$ cat config.mk
export PLATFORM = sky130hd
export DESIGN_NAME = nbc_mul
export DESIGN_NICKNAME = d
export VERILOG_FILES = /design/src/nbc_pkg.sv /design/src/nbc_mul.sv
export SDC_FILE = /design/constraint.sdc
export NUM_CORES = 2
export LEC_CHECK = 0
export BUFFER_PORTS_ARGS = -buffer_cell sky130_fd_sc_hd__buf_2
export CAP_MARGIN = 20
export CELL_PAD_IN_SITES_DETAIL_PLACEMENT = 1
export CELL_PAD_IN_SITES_GLOBAL_PLACEMENT = 1
export CORE_ASPECT_RATIO = 1.25
export CORE_MARGIN = 2
export CORE_UTILIZATION = 30
export CTS_CLUSTER_DIAMETER = 50
export DETAILED_ROUTE_END_ITERATION = 10
export PLACE_DENSITY = 0.55
export SLEW_MARGIN = 20
export SYNTH_ARGS = -nofsm -noshare
export SYNTH_HDL_FRONTEND = slang
export SYNTH_SLANG_ARGS = --single-unit
$ cat constraint.sdc
create_clock -name i_clk -period 11.9 [get_ports i_clk]
set_clock_uncertainty 0.2 [all_clocks]
set_input_delay 0.595 -clock i_clk [delete_from_list [all_inputs] [get_ports i_clk]]
set_output_delay 0.595 -clock i_clk [all_outputs]
set_load 0.01 [all_outputs]
$ cat src/nbc_pkg.sv
// Package for the naive Bayes classifier: sizes, codes, state type.
// No dependencies; nbc_mul, naive_bayes_classify and the bench import it.
package nbc_pkg;

    localparam int MAX_CLASSES  = 16;
    localparam int MAX_FEATURES = 64;
    localparam int FRAC_BITS    = 16;

    localparam int CLS_W   = $clog2(MAX_CLASSES);
    localparam int FEAT_W  = $clog2(MAX_FEATURES);
    localparam int WORD_W  = 32;
    localparam int SCORE_W = 48;
    localparam int OPND_W  = 33;
    localparam int PROD_W  = 66;

    // request operations
    localparam logic [1:0] OP_PRIOR  = 2'd0;
    localparam logic [1:0] OP_PARAM  = 2'd1;
    localparam logic [1:0] OP_SCALE  = 2'd2;
    localparam logic [1:0] OP_DETECT = 2'd3;

    // likelihood models
    localparam logic [1:0] KIND_GAUSS = 2'd0;
    localparam logic [1:0] KIND_MULTI = 2'd1;
    localparam logic [1:0] KIND_BERN  = 2'd2;

    // configuration register indexes
    localparam logic [1:0] CFG_KIND  = 2'd0;
    localparam logic [1:0] CFG_COUNT = 2'd1;
    localparam logic [1:0] CFG_SCALE = 2'd2;

    typedef enum logic [2:0] {
        S_IDLE,
        S_SC_RD,
        S_SC_MUL,
        S_SC_SAT,
        S_C_RD,
        S_C_MUL1,
        S_C_MUL2,
        S_C_ACC
    } t_state;

    typedef enum logic {
        R_EMPTY,
        R_FULL
    } t_res_state;

endpackage

$ cat src/nbc_mul.sv
// Shared signed multiplier with registered product.
// Depends on nbc_pkg.
module nbc_mul (
    input  logic                                 i_clk,
    input  logic                                 i_en,
    input  logic signed [nbc_pkg::OPND_W-1:0]    i_a,
    input  logic signed [nbc_pkg::OPND_W-1:0]    i_b,
    output logic signed [nbc_pkg::PROD_W-1:0]    o_prod
);
    import nbc_pkg::*;

    logic signed [PROD_W-1:0] r_prod;

    // product holds while i_en is low
    always_ff @(posedge i_clk) begin
        if (i_en)
            r_prod <= i_a * i_b;
    end

    assign o_prod = r_prod;
endmodule

# Word level (Yosys, flattened, before mapping)

Index checks and enable logic that the tools add are counted.
W data, S select, Z words.

$mul: 1

Operators with widths:

| kind             | count |
|---|---|
| $mul A33 B33 Y66 | 1 |

Register bits: 66
Bits of input ports: 68
Output and inout bits: 66
Word-level logic and storage cells: 2

# Logic depth before layout (Yosys ltp)

Word-level depth: 1
Gate-level depth with buffers: 27
Mapped depth without buffers: 26

# Least setup slack after synthesis

OpenSTA, ideal clock, no wires.

Kind: input -> register
Start: in i_a[32] (netlist bit)
End: reg r_prod[62], in the netlist o_prod[62], data pin
Library setup time: 0.269 ns
Data arrival time: 7.691 ns
Data required time: 11.431 ns
Path slack: 3.740 ns
Stages: 23
Buffers on the path: 2
Cells stage by stage: clkbuf_1 nand2_1 inv_1 fa_1 fa_1 fa_1 fa_1 fa_1 fa_1 fa_1 inv_1 fa_1 inv_1 ha_1 clkbuf_1 and3_1 nand3_1 nand2b_1 a2111oi_4 a211oi_4 a21o_2 a211oi_2 a211oi_2

Word-level cells in the longest chain between the ends: 1

Ends and longest elaborated chain:

| what                   | RTL line      | text |
|---|---|---|
| start: declaration     | nbc_mul.sv:6  | `input logic signed [nbc_pkg::OPND_W-1:0] i_a,` |
| $mul A33 B33 Y66       | nbc_mul.sv:17 | `r_prod <= i_a * i_b;` |
| end signal: assignment | nbc_mul.sv:17 |  |
| end: declaration       | nbc_mul.sv:12 | `logic signed [PROD_W-1:0] r_prod;` |

Every way passes these cells.
A chain may end at the register's enable or synchronous reset.

# Worst setup path in the final report

Start: in i_b[6] (netlist bit)
End: reg r_prod[58], in the netlist o_prod[58], data pin

Word-level cells in the longest chain between the ends: 1

Ends and longest elaborated chain:

| what               | RTL line      | text |
|---|---|---|
| start: declaration | nbc_mul.sv:7  | `input logic signed [nbc_pkg::OPND_W-1:0] i_b,` |
| $mul A33 B33 Y66   | nbc_mul.sv:17 |  |

Every way passes these cells.

==> flow_summary.json <==
{
  "grt_pass1_wl_mm": 208.2,
  "die_area_um2": 141000,
  "ys_ff_latch": 66,
  "critPathCaptureType": "register",
  "wl_per_cell_um": 22.07,
  "syn_avg_cell_area_um2": 9.542,
  "regArea_um2": 1982,
  "antenna_found_initial": 10,
  "drive_above_1_share": 0.05138,
  "worstPathArrival_ps": 8820,
  "num_io_pins": 134,
  "hold_violations": 0,
  "synth_nets": 5768,
  "rsz0062_at_grt": "false",
  "outcome": "finished clean",
  "finalNonFillerCells": 6154,
  "vias": 28490,
  "tightest_slew_ps": 1084,
  "synth_common_cells": "fa_1, inv_1, and2_1",
  "required_ps": 11790,
  "nFillCells": 15780,
  "crit_type": "primary input to register",
  "ys_async_sr_fraction": 0,
  "yosys.area.top_type": "fa_1",
  "synth_edf_count": 66,
  "cts_buffers": 9,
  "multi_input_area_um2": 34320,
  "yosys_warnings": 0,
  "dpl.hpwl_mm": 113.1,
  "postLayoutCellArea_um2": 44090,
  "grt_max_degree": 45,
  "grt_overflow": 0,
  "cts_sinks": 66,
  "final_nets": 5726,
  "vias_per_cell": 4.630,
  "die_h_um": 419.3,
  "core_area_um2": 137100,
  "syn_inst": 4338,
  "synthesis.area_um2": 41390,
  "fp.dieW_um": 336.2,
  "ys_seq_area_frac": 0.04788,
  "max_cap_violations": 0,
  "hold_path.class": "primary input to register",
  "dp.cells": 6133,
  "synth_top_area_share": 0.5537,
  "syn2layout_area_growth_pct": 6.520,
  "largest_reg_flops": 66,
  "placed_cell_area_um2": 43790,
  "synth.area.top_cells": "fa_1, inv_1, and2_1",
  "cts_buffer_depth": 2,
  "slew_headroom": 0.2763,
  "fin_setup_tns_ps": 0,
  "gp_congestion": 0.8483,
  "post_cts_resized": 0,
  "drtAntennaViolNets": 0,
  "dr.pass1.iters": 4,
  "cts_hold_buf": 0,
  "grt_pass1_vias": 33690,
  "grt_use_total": 0.1997,
  "synth_cell_type_count": 80,
  "synthFlopType": "edfxtp_1",
  "setup_violations": 0,
  "drc": 0,
  "start_util": 0.3019,
  "rows": 152,
  "yosysMostFrequentCell": "fa_1",
  "start_kind": "primary input",
  "drt_iter0_markers": 931,
  "path_max_fanout": 19,
  "cts_root_buffer": "clkbuf_16",
  "cp-startpoint": "i_b[6]",
  "clk_pin_slew_ps": 60,
  "max_freq_ghz": 0.1119,
  "cts_tree": "yes",
  "hp-start": "i_en",
  "io_buffers": 133,
  "cts_setup_buffers": 0,
  "period_minus_slack_ps": 8934,
  "finalWirelength_mm": 135.8,
  "slew_violations": 0,
  "htree_num_levels": 3,
  "timing.final.crit_share": 0.7508
}
[cell type report]
| class | count | share of cell area |
|---|---|---|
| timing repair buffer | 168 | 0.02111 |
| antenna | 5 | 0.0002838 |
| inverter | 1131 | 0.09628 |
| tap | 1848 | 0.05244 |
| multi-input combinational | 2920 | 0.7783 |
| clock inverter | 7 | 0.001561 |
| clock buffer | 9 | 0.005108 |
| sequential | 66 | 0.04495 |
[worst paths after layout]
check,depth (start not counted),to
hold / removal,1,o_prod[4]
setup / recovery,25,o_prod[58]
[critical path, cell delays in order]
cell and delay, ps:
buf_2 320, buf_4 330, nand2_1 180, inv_1 140, fa_1 440, fa_1 540
inv_1 140, fa_1 570, inv_1 70, fa_1 1230, fa_1 600, fa_1 500
fa_1 490, inv_1 50, fa_1 470, inv_1 40, ha_1 390, and3_1 240
nand3_1 130, nand2b_1 260, nor2_1 120, a211oi_4 430, a21oi_2 150, nor4b_2 280
a311oi_1 80
[cell usage in the layout (no fill, tap or decap), types with 4 or more instances in the layout]
cell       netlist  layout
o21bai_1        11      11
buf_2           11     132
and4_1           5       5
xor2_1          25      25
inv_1         1131    1130
nor2_1          68      68
nand2_1        551     551
nor3_1           7       7
buf_4            0      36
clkbuf_16        0       9
fa_1          1145    1145
o21ai_0         25      25
diode_2          0       5
nor2b_1          5       5
o21a_1           6       6
o21ai_1          6       6
nand3_1         25      25
xnor2_1         43      43
a21o_1          36      36
edfxtp_1        66      66
nand4_1         11      11
a211oi_1         7       7
ha_1           217     217
and3_1           5       5
a31oi_1          8       8
o211ai_1         4       4
and2_1         562     562
nand2b_1        12      12
a21oi_1         57      57
a211o_1          6       6
[logic make-up after synthesis]
kind of cell,after synthesis,share of synthesized area
AO/OA/AOI/OAI,219,0.04002
XOR/XNOR,68,0.01439
adder cells (fa/ha/maj),1362,0.6193
buffers and inverters,1352,0.1231
flip-flops,66,0.04788
AND/OR/NAND/NOR,1271,0.1553
[stage by stage]
| step | worst slack, ps | hold slack [ps] | utilization |
|---|---|---|---|
| after floorplan | 3740 | 507.5 | - |
| after global placement | 2697 | 805.5 | 0.3193 |
| after detailed placement | 2585 | 808.8 | 0.3193 |
| after CTS | 2952 | 437.5 | 0.3215 |
| after global routing | 2580 | 453.0 | 0.3215 |
| final | 2966 | 455.8 | 0.3216 |
[layer usage]
| layer | global-route usage | routed length, um | up-vias |
|---|---|---|---|
| met5 | 0 | 65 | - |
| met4 | 0.08353 | 6831 | 10 |
| met3 | 0.01369 | 2216 | 194 |
| met2 | 0.4100 | 80690 | 366 |
| met1 | 0.2027 | 45990 | 15620 |
| li1 | - | - | 12300 |
Power is left out: the tool's default activity adds up to more than one toggle a clock period on the data nets, which glitch-free logic cannot reach.
